--- src/design/rgbwb_pkg.sv ---
// Shared constants, register indexes and channel scaling for the RGB gain unit.
package rgbwb_pkg;

    localparam int GAIN_FRAC_BITS = 16;
    localparam int FACTOR_W       = GAIN_FRAC_BITS + 1;
    localparam int GAIN_W         = GAIN_FRAC_BITS + 6;
    localparam int PROD_W         = GAIN_W + FACTOR_W;
    localparam int EXP_SHIFT      = GAIN_FRAC_BITS - 8;

    localparam int CFG_INDEX_W = 2;
    localparam int CFG_DATA_W  = 16;

    localparam logic [CFG_INDEX_W-1:0] CFG_EXPOSURE    = 2'd0;
    localparam logic [CFG_INDEX_W-1:0] CFG_TEMPERATURE = 2'd1;
    localparam logic [CFG_INDEX_W-1:0] CFG_TINT        = 2'd2;

    localparam logic [15:0] EXP_UNITY   = 16'd256;
    localparam logic [15:0] EXP_MIN     = 16'd64;
    localparam logic [15:0] EXP_MAX     = 16'd8192;
    localparam logic [14:0] WARM_PIVOT  = 15'd5500;
    localparam logic [14:0] WARM_SPAN   = 15'd4500;
    localparam logic [10:0] TINT_SPAN   = 11'd200;
    localparam int          WARM_DEN    = 90000;
    localparam int          TINT_DEN    = 10000;

    // Both divisors carry a factor of 16 that the fixed point scale cancels exactly;
    // the rest is a reciprocal multiply, exact over the whole operand range.
    localparam int PRE_SHIFT   = 4;
    localparam int WARM_X_W    = GAIN_FRAC_BITS + 11;
    localparam int TINT_X_W    = GAIN_FRAC_BITS + 7;
    localparam int WARM_DIV    = WARM_DEN >> PRE_SHIFT;
    localparam int TINT_DIV    = TINT_DEN >> PRE_SHIFT;
    localparam int WARM_SHIFT  = WARM_X_W + 13;
    localparam int TINT_SHIFT  = TINT_X_W + 10;
    localparam int WARM_PROD_W = WARM_SHIFT + GAIN_FRAC_BITS;
    localparam int TINT_PROD_W = TINT_SHIFT + GAIN_FRAC_BITS;
    localparam logic [WARM_X_W:0] WARM_RECIP =
        (WARM_X_W + 1)'(((64'd1 << WARM_SHIFT) + 64'(WARM_DIV) - 64'd1) / 64'(WARM_DIV));
    localparam logic [TINT_X_W:0] TINT_RECIP =
        (TINT_X_W + 1)'(((64'd1 << TINT_SHIFT) + 64'(TINT_DIV) - 64'd1) / 64'(TINT_DIV));
    localparam logic [WARM_X_W-1:0] WARM_BIAS = WARM_X_W'((WARM_DEN / 2) >> PRE_SHIFT);
    localparam logic [TINT_X_W-1:0] TINT_BIAS = TINT_X_W'((TINT_DEN / 2) >> PRE_SHIFT);

    localparam logic [FACTOR_W-1:0] GAIN_ONE  = FACTOR_W'(1) << GAIN_FRAC_BITS;
    localparam logic [PROD_W-1:0]   PROD_HALF = PROD_W'(1) << (GAIN_FRAC_BITS - 1);
    localparam logic [7:0]          CHANNEL_MAX = 8'd255;

    function automatic logic [7:0] scale_byte(input logic [7:0] c, input logic [GAIN_W-1:0] g);
        logic [GAIN_W+7:0] prod;
        logic [GAIN_W+7:0] rounded;
        logic [GAIN_W+7:0] shifted;
        prod    = (GAIN_W + 8)'(c) * (GAIN_W + 8)'(g);
        rounded = prod + ((GAIN_W + 8)'(1) << (GAIN_FRAC_BITS - 1));
        shifted = rounded >> GAIN_FRAC_BITS;
        scale_byte = (shifted > (GAIN_W + 8)'(CHANNEL_MAX)) ? CHANNEL_MAX : shifted[7:0];
    endfunction

endpackage

--- src/design/rgb_exposure_white_balance_gain_unit.sv ---
// RGB exposure and white balance gain unit: per-pixel channel gains from three registers.
// A pixel passes an input register and an output register; one pixel per cycle unless busy.
// A register write starts a gain update: operand load, a reciprocal multiply step for
// the warmth and tint factors, five shared gain multiplies; busy is high meanwhile.
// The receiver cannot stall; each result shows for one cycle with done.
// Reset clears the registers to 256/0/0 (bypass), the strobes and the update sequencer.
module rgb_exposure_white_balance_gain_unit (
    input  logic                               clk,
    input  logic                               rst_n,
    input  logic                               start,
    output logic                               busy,
    input  logic [7:0]                         in_red,
    input  logic [7:0]                         in_green,
    input  logic [7:0]                         in_blue,
    input  logic [7:0]                         in_alpha,
    output logic                               done,
    output logic [7:0]                         out_red,
    output logic [7:0]                         out_green,
    output logic [7:0]                         out_blue,
    output logic [7:0]                         out_alpha,
    input  logic                               cfg_valid,
    output logic                               cfg_ready,
    input  logic [rgbwb_pkg::CFG_INDEX_W-1:0]  cfg_index,
    input  logic [rgbwb_pkg::CFG_DATA_W-1:0]   cfg_data
);

    typedef enum logic [2:0] {
        S_IDLE,
        S_LOAD,
        S_RECIP,
        S_MR1,
        S_MB1,
        S_MG,
        S_MR2,
        S_MB2
    } seq_state_t;

    seq_state_t state_reg;

    logic [15:0]        exposure_gain_reg;
    logic [14:0]        color_temperature_reg;
    logic signed [10:0] color_tint_reg;

    logic [rgbwb_pkg::WARM_X_W-1:0]       warm_x_reg;
    logic [rgbwb_pkg::TINT_X_W-1:0]       tint_x_reg;
    logic [rgbwb_pkg::GAIN_FRAC_BITS-1:0] warm_q_reg;
    logic [rgbwb_pkg::GAIN_FRAC_BITS-1:0] tint_p_reg;
    logic [rgbwb_pkg::GAIN_W-1:0] gain_red_reg;
    logic [rgbwb_pkg::GAIN_W-1:0] gain_green_reg;
    logic [rgbwb_pkg::GAIN_W-1:0] gain_blue_reg;

    logic       pix_valid_reg;
    logic [7:0] pix_red_reg;
    logic [7:0] pix_green_reg;
    logic [7:0] pix_blue_reg;
    logic [7:0] pix_alpha_reg;

    logic       done_reg;
    logic [7:0] out_red_reg;
    logic [7:0] out_green_reg;
    logic [7:0] out_blue_reg;
    logic [7:0] out_alpha_reg;

    logic cfg_write;
    logic accept;
    logic warm;
    logic warm_neg;
    logic bypass;
    logic tint_neg;
    logic tint_pos;
    logic [14:0] warm_abs;
    logic [12:0] warm_mag;
    logic [14:0] warm_mag7;
    logic [10:0] tint_abs;
    logic [7:0]  tint_mag;
    logic [10:0] tint_mag9;
    logic [13:0] exp_clamped;
    logic [rgbwb_pkg::GAIN_W-1:0]   exp_gain;
    logic [rgbwb_pkg::WARM_X_W-1:0] warm_x;
    logic [rgbwb_pkg::TINT_X_W-1:0] tint_x;

    logic [rgbwb_pkg::WARM_PROD_W-1:0] warm_prod;
    logic [rgbwb_pkg::TINT_PROD_W-1:0] tint_prod;

    logic [rgbwb_pkg::FACTOR_W-1:0] warm_red_f;
    logic [rgbwb_pkg::FACTOR_W-1:0] warm_blue_f;
    logic [rgbwb_pkg::FACTOR_W-1:0] tint_up_f;
    logic [rgbwb_pkg::FACTOR_W-1:0] tint_down_f;
    logic [rgbwb_pkg::GAIN_W-1:0]   mul_a;
    logic [rgbwb_pkg::FACTOR_W-1:0] mul_b;
    logic [rgbwb_pkg::PROD_W-1:0]   mul_prod;
    logic [rgbwb_pkg::PROD_W-1:0]   mul_round;
    logic [rgbwb_pkg::GAIN_W-1:0]   gain_next;

    assign cfg_ready = 1'b1;
    assign cfg_write = cfg_valid && cfg_ready
                    && (cfg_index == rgbwb_pkg::CFG_EXPOSURE
                     || cfg_index == rgbwb_pkg::CFG_TEMPERATURE
                     || cfg_index == rgbwb_pkg::CFG_TINT);
    assign busy   = (state_reg != S_IDLE);
    assign accept = start && !busy;

    always_comb
    begin
        warm     = (color_temperature_reg != 15'd0)
                && (color_temperature_reg != rgbwb_pkg::WARM_PIVOT);
        warm_neg = color_temperature_reg > rgbwb_pkg::WARM_PIVOT;
        warm_abs = warm_neg ? color_temperature_reg - rgbwb_pkg::WARM_PIVOT
                            : rgbwb_pkg::WARM_PIVOT - color_temperature_reg;
        if (!warm)
        begin
            warm_mag = 13'd0;
        end
        else if (warm_abs > rgbwb_pkg::WARM_SPAN)
        begin
            warm_mag = rgbwb_pkg::WARM_SPAN[12:0];
        end
        else
        begin
            warm_mag = warm_abs[12:0];
        end
        warm_mag7 = 15'(warm_mag) * 15'd7;
        warm_x    = {warm_mag7, {(rgbwb_pkg::GAIN_FRAC_BITS - rgbwb_pkg::PRE_SHIFT){1'b0}}}
                  + rgbwb_pkg::WARM_BIAS;

        tint_neg  = color_tint_reg < 0;
        tint_pos  = !tint_neg && (color_tint_reg != 11'sd0);
        tint_abs  = tint_neg ? 11'(-color_tint_reg) : 11'(color_tint_reg);
        tint_mag  = (tint_abs > rgbwb_pkg::TINT_SPAN) ? rgbwb_pkg::TINT_SPAN[7:0]
                                                      : tint_abs[7:0];
        tint_mag9 = 11'(tint_mag) * 11'd9;
        tint_x    = {tint_mag9, {(rgbwb_pkg::GAIN_FRAC_BITS - rgbwb_pkg::PRE_SHIFT){1'b0}}}
                  + rgbwb_pkg::TINT_BIAS;

        if (exposure_gain_reg < rgbwb_pkg::EXP_MIN)
        begin
            exp_clamped = rgbwb_pkg::EXP_MIN[13:0];
        end
        else if (exposure_gain_reg > rgbwb_pkg::EXP_MAX)
        begin
            exp_clamped = rgbwb_pkg::EXP_MAX[13:0];
        end
        else
        begin
            exp_clamped = exposure_gain_reg[13:0];
        end
        exp_gain = {exp_clamped, {rgbwb_pkg::EXP_SHIFT{1'b0}}};

        bypass = (exposure_gain_reg == rgbwb_pkg::EXP_UNITY) && !warm
              && (color_tint_reg == 11'sd0);
    end

    always_comb
    begin
        warm_prod = rgbwb_pkg::WARM_PROD_W'(warm_x_reg)
                  * rgbwb_pkg::WARM_PROD_W'(rgbwb_pkg::WARM_RECIP);
        tint_prod = rgbwb_pkg::TINT_PROD_W'(tint_x_reg)
                  * rgbwb_pkg::TINT_PROD_W'(rgbwb_pkg::TINT_RECIP);
    end

    always_comb
    begin
        warm_red_f  = warm_neg ? rgbwb_pkg::GAIN_ONE - rgbwb_pkg::FACTOR_W'(warm_q_reg)
                               : rgbwb_pkg::GAIN_ONE + rgbwb_pkg::FACTOR_W'(warm_q_reg);
        warm_blue_f = warm_neg ? rgbwb_pkg::GAIN_ONE + rgbwb_pkg::FACTOR_W'(warm_q_reg)
                               : rgbwb_pkg::GAIN_ONE - rgbwb_pkg::FACTOR_W'(warm_q_reg);
        tint_up_f   = tint_pos ? rgbwb_pkg::GAIN_ONE + rgbwb_pkg::FACTOR_W'(tint_p_reg)
                               : rgbwb_pkg::GAIN_ONE - rgbwb_pkg::FACTOR_W'(tint_p_reg);
        tint_down_f = tint_pos ? rgbwb_pkg::GAIN_ONE - rgbwb_pkg::FACTOR_W'(tint_p_reg)
                               : rgbwb_pkg::GAIN_ONE + rgbwb_pkg::FACTOR_W'(tint_p_reg);
        unique case (state_reg)
            S_MR1:
            begin
                mul_a = exp_gain;
                mul_b = warm_red_f;
            end
            S_MB1:
            begin
                mul_a = exp_gain;
                mul_b = warm_blue_f;
            end
            S_MG:
            begin
                mul_a = exp_gain;
                mul_b = tint_down_f;
            end
            S_MR2:
            begin
                mul_a = gain_red_reg;
                mul_b = tint_up_f;
            end
            S_MB2:
            begin
                mul_a = gain_blue_reg;
                mul_b = tint_up_f;
            end
            default:
            begin
                mul_a = exp_gain;
                mul_b = rgbwb_pkg::GAIN_ONE;
            end
        endcase
        mul_prod  = rgbwb_pkg::PROD_W'(mul_a) * rgbwb_pkg::PROD_W'(mul_b);
        mul_round = (mul_prod + rgbwb_pkg::PROD_HALF) >> rgbwb_pkg::GAIN_FRAC_BITS;
        gain_next = mul_round[rgbwb_pkg::GAIN_W-1:0];
    end

    always_ff @(posedge clk or negedge rst_n)
    begin
        if (!rst_n)
        begin
            state_reg             <= S_IDLE;
            exposure_gain_reg     <= rgbwb_pkg::EXP_UNITY;
            color_temperature_reg <= 15'd0;
            color_tint_reg        <= 11'sd0;
            warm_x_reg            <= '0;
            tint_x_reg            <= '0;
            warm_q_reg            <= '0;
            tint_p_reg            <= '0;
            gain_red_reg          <= '0;
            gain_green_reg        <= '0;
            gain_blue_reg         <= '0;
        end
        else
        begin
            if (cfg_valid && cfg_ready)
            begin
                unique case (cfg_index)
                    rgbwb_pkg::CFG_EXPOSURE:    exposure_gain_reg     <= cfg_data;
                    rgbwb_pkg::CFG_TEMPERATURE: color_temperature_reg <= cfg_data[14:0];
                    rgbwb_pkg::CFG_TINT:        color_tint_reg        <= signed'(cfg_data[10:0]);
                    default:                    ;
                endcase
            end
            if (cfg_write)
            begin
                state_reg <= S_LOAD;
            end
            else
            begin
                unique case (state_reg)
                    S_IDLE: ;
                    S_LOAD:
                    begin
                        warm_x_reg <= warm_x;
                        tint_x_reg <= tint_x;
                        state_reg  <= S_RECIP;
                    end
                    S_RECIP:
                    begin
                        warm_q_reg <= warm_prod[rgbwb_pkg::WARM_SHIFT +: rgbwb_pkg::GAIN_FRAC_BITS];
                        tint_p_reg <= tint_prod[rgbwb_pkg::TINT_SHIFT +: rgbwb_pkg::GAIN_FRAC_BITS];
                        state_reg  <= S_MR1;
                    end
                    S_MR1:
                    begin
                        gain_red_reg <= gain_next;
                        state_reg    <= S_MB1;
                    end
                    S_MB1:
                    begin
                        gain_blue_reg <= gain_next;
                        state_reg     <= S_MG;
                    end
                    S_MG:
                    begin
                        gain_green_reg <= gain_next;
                        state_reg      <= S_MR2;
                    end
                    S_MR2:
                    begin
                        gain_red_reg <= gain_next;
                        state_reg    <= S_MB2;
                    end
                    S_MB2:
                    begin
                        gain_blue_reg <= gain_next;
                        state_reg     <= S_IDLE;
                    end
                    default: state_reg <= S_IDLE;
                endcase
            end
        end
    end

    always_ff @(posedge clk or negedge rst_n)
    begin
        if (!rst_n)
        begin
            pix_valid_reg <= 1'b0;
            done_reg      <= 1'b0;
        end
        else
        begin
            pix_valid_reg <= accept;
            done_reg      <= pix_valid_reg;
        end
    end

    always_ff @(posedge clk)
    begin
        if (accept)
        begin
            pix_red_reg   <= in_red;
            pix_green_reg <= in_green;
            pix_blue_reg  <= in_blue;
            pix_alpha_reg <= in_alpha;
        end
        if (pix_valid_reg)
        begin
            if (bypass)
            begin
                out_red_reg   <= pix_red_reg;
                out_green_reg <= pix_green_reg;
                out_blue_reg  <= pix_blue_reg;
                out_alpha_reg <= pix_alpha_reg;
            end
            else
            begin
                out_red_reg   <= rgbwb_pkg::scale_byte(pix_red_reg, gain_red_reg);
                out_green_reg <= rgbwb_pkg::scale_byte(pix_green_reg, gain_green_reg);
                out_blue_reg  <= rgbwb_pkg::scale_byte(pix_blue_reg, gain_blue_reg);
                out_alpha_reg <= rgbwb_pkg::CHANNEL_MAX;
            end
        end
    end

    assign done      = done_reg;
    assign out_red   = out_red_reg;
    assign out_green = out_green_reg;
    assign out_blue  = out_blue_reg;
    assign out_alpha = out_alpha_reg;

endmodule

--- config.mk ---
export PLATFORM = sky130hd
export DESIGN_NAME = rgb_exposure_white_balance_gain_unit
export DESIGN_NICKNAME = d
export VERILOG_FILES = /design/src/design/rgbwb_pkg.sv /design/src/design/rgb_exposure_white_balance_gain_unit.sv
export SDC_FILE = /design/constraint.sdc
export NUM_CORES = 2
export LEC_CHECK = 0
export BUFFER_PORTS_ARGS = -buffer_cell sky130_fd_sc_hd__buf_2
export CORE_MARGIN = 3
export CORE_UTILIZATION = 55
export CTS_BUF_LIST = sky130_fd_sc_hd__clkbuf_8
export CTS_CLUSTER_DIAMETER = 80
export DETAILED_ROUTE_END_ITERATION = 10
export PLACE_DENSITY_LB_ADDON = 0.2
export SETUP_SLACK_MARGIN = 0.2
export SYNTH_ARGS = -nofsm -noshare
export SYNTH_HDL_FRONTEND = slang
export SYNTH_SLANG_ARGS = --single-unit
--- constraint.sdc ---
create_clock -name clk -period 12.6 [get_ports clk]
set_clock_uncertainty 0.1 [all_clocks]
set_input_delay 1.26 -clock clk [delete_from_list [all_inputs] [get_ports clk]]
set_output_delay 1.26 -clock clk [all_outputs]
set_load 0.02 [all_outputs]
==> run summary <==
The initial antenna violation count is 5. The number of cells traversed by the worst register-to-register path came out at 31. The clock reaches the later pin of the worst-skew pair after 660 ps.

The tightest hold path in the finished design has a slack of slightly above 400 ps. For this block, the via count after detailed routing is 38954. On the worst path, the slowest cell contributes a delay of 990 ps. The count of nets left with antenna violations after detail routing is 0. The commonest cells after synthesis are inv_1 (1317), fa_1 (971), ha_1 (709). The post-CTS setup repair buffer count came out at 0. The area of the core is approximately 97000 um^2.

The largest net degree at the start of global routing is ~110. The flow ran to the end, and the final reports show no timing, DRC or antenna violations. The count of TritonRoute iterations in the first routing pass came out at 6. The number of pins with negative max-slew slack in the final report is 0. The die outline width is 318.7 um. The CTS buffer count came out at 47. Once the clock tree was built, the resizer swapped 0 gates to a different size.

The clock passes through at most 3 buffers. The average wire per standard cell came out at ~20 um. Once the floorplan was initialized, standard cells occupied between 50% and 60% of the core.

The remaining routing DRC violations came out at 0. Summed over all layers, the global routing overflow is 0. The highest clock frequency the design can meet is 93.48 MHz. For this run, asynchronously set or reset flops after synthesis account for 72.53%. Setup repair after global routing left no endpoint under its margin. The worst setup path is launched from a register. The buffer type at the clock tree root is clkbuf_8. The final hold violation count came to 0. The hold buffer count at cts came out at 0.

The final routed wirelength across all metal layers is 138900 um. The worst setup path is captured at a register. The worst slew margin relative to its limit came out at 8.414%.

The highest fanout seen on the critical path came out at 22. The class of the most critical hold timing path is reg2reg. The number of synthesized flops with an enable pin came out at 64.

TritonCTS built the clock tree. In the finished design, the share of the clock period the worst path needs comes to between 80 and 90%. The mapped cell area came out at about 54000 um^2. The cell with the most instances after synthesis is inv_1. The slowest stage cell on the critical path is a21oi_2. The worst register-to-register path ends at gain_green_reg[14]. The number of placement rows is 114.

The number of setup violations in the final report came out at 0. The count of routing violations after the opening detailed-route iteration came out at 2362. The endpoint with the worst hold slack is out_alpha[6]. The distinct cell type count after synthesis came out at 86.

The data arrival time at the worst-slack endpoint came out at 11200 ps. The number of cells produced by synthesis is 5760. The count of clock tree sinks is 233. The worst register-to-register path begins at color_temperature_reg[9].

The final layout net count is between 7000 and 8000. The layout overhead on the synthesized area came out at 4.786%. Clock-pin slew was measured on the worst setup and hold paths at roughly 60 ps.

The die footprint is 101600 um^2. The average size of a mapped cell came out at just over 9 um^2. The number of global-route vias before repair is 41478. The vertical die dimension came out at roughly 320 um. The sequential-to-total area share from yosys stat is 11.44%. The synthesized netlist net count came out at 7494. The number of max-cap violations came out at 0.

After routing, the total negative slack on setup checks comes to 0 ps. Among the stages of the critical path, the cell type that occurs most often is fa_1. The top cell type by area accounts for 36.15% of the synthesized area.

Summed over all nets, the half-perimeter wirelength after detailed placement is 114400 um. The number of H-tree levels is 2. The minimum clock period came out at roughly 11000 ps.

Along the worst hold path, the cell count comes to 1. Of the cells placed in the final design, the portion with a size suffix greater than 1 is roughly 6.0%. The wire length of the first global-routing pass is roughly 230000 um. just under 90 I/O pins were placed. The required time at the endpoint of the critical path is 13100 ps.

The count of warnings emitted by yosys came out at 0. For this run, the total global-route usage over all layers was measured as 28.30%. The number of storage elements in the synthesis netlist is 233. The number of vias per cell after detailed routing came out at 5.527. Summed over all instances, the cell type with the most area after synthesis is fa_1. The final weighted congestion in routability-driven placement is 0.9899.

The number of port buffers came out at 87. The setup path with the least slack is of type reg2reg. Ranked by total cell area, the synthesized netlist is headed by fa_1 (36%), ha_1 (16%), inv_1 (9.2%). The most used flip-flop cell after synthesis is dfrtp_1. For the pin with the worst max-slew slack, the measured transition is 1374 ps. The minimum setup slack among reg-to-reg paths is 1900 ps.

In this run the most critical hold path is launched from pix_alpha_reg[6].
how the worst max path moves through the flow:
| stage | slack [ps] | endpoint | start |
|---|---|---|---|
| after global routing | 1290 | gain_green_reg[14] | color_temperature_reg[9] |
| after CTS | 1940 | gain_green_reg[14] | color_temperature_reg[9] |
| final | 1900 | gain_green_reg[14] | color_temperature_reg[9] |
| after detailed placement | 1920 | gain_green_reg[14] | color_temperature_reg[9] |
| after floorplan | 3730 | gain_green_reg[14] | color_temperature_reg[9] |
| after global placement | 2140 | gain_green_reg[14] | color_temperature_reg[9] |
cell families (layout without fill, tap and decap cells):
kind of cell               after synthesis  in the layout  share of synthesized area (%)
xor gates and xnor gates               127            127                          2.068
adders and majority gates             1680           1680                          52.64
other                                    1              4                       0.006973
muxes                                  134            134                          2.727
and+or+nand+nor                       1465           1465                          13.08
AOI/OAI and AO/OA                      600            600                          7.355
buffers and inverters                 1520           1529                          10.68
DFF                                    233            233                          11.44
layout by cell type, fill, tap and decap left out, types with 79 or more instances in the layout:
cell / count
fa_1: 971
dfrtp_1: 166
o21ai_0: 135
ha_1: 709
a21o_1: 79
buf_2: 86
nand2_1: 571
mux2_2: 100
and2_1: 342
a21oi_1: 130
inv_1: 1329
nor2_1: 280
layout make-up:
type	count	area, um^2
Timing Repair Buffer	122	706.9
Clock buffer	56	770.7
Multi-Input combinational cell	4007	41910
Antenna cell	3	7.507
Clock inverter	31	251.5
Tap cell	1276	1597
Fill cell	8566	40500
Inverter	1320	4955
Sequential cell	233	6155
critical path, delay by kind of cell, from the launching register on:
family                     cells  cell delay [ps]
DFF                            1              480
AOI/OAI and AO/OA             10             3920
and+or+nand+nor                9             2350
buffers and inverters          5              330
adders and majority gates      7             3440
per-layer routing:
metal	vias up	part of all wire, %	GRT usage [%]
met4	0	3.1	7.758
met5	-	0	0
met3	216	7.2	5.180
met1	19708	43	38.80
met2	1183	47	46.37
li1	17847	-	-
through the flow:
| stage | cell area (um^2) | instances | util (%) | worst slack (ps) |
|---|---|---|---|---|
| global route | 56350 | 7048 | 58.18 | 1290 |
| detailed placement | 55320 | 6958 | 57.12 | 1922 |
| floorplan | 53780 | 5760 | - | 3730 |
| CTS | 56340 | 7045 | 58.18 | 1938 |
| finish | 56350 | 7048 | 58.18 | 1902 |
| global placement | 55320 | 6958 | 57.12 | 2143 |
Power is not shown: default switching activity piles up to over one toggle a cycle in this logic, so the estimate is an artifact.
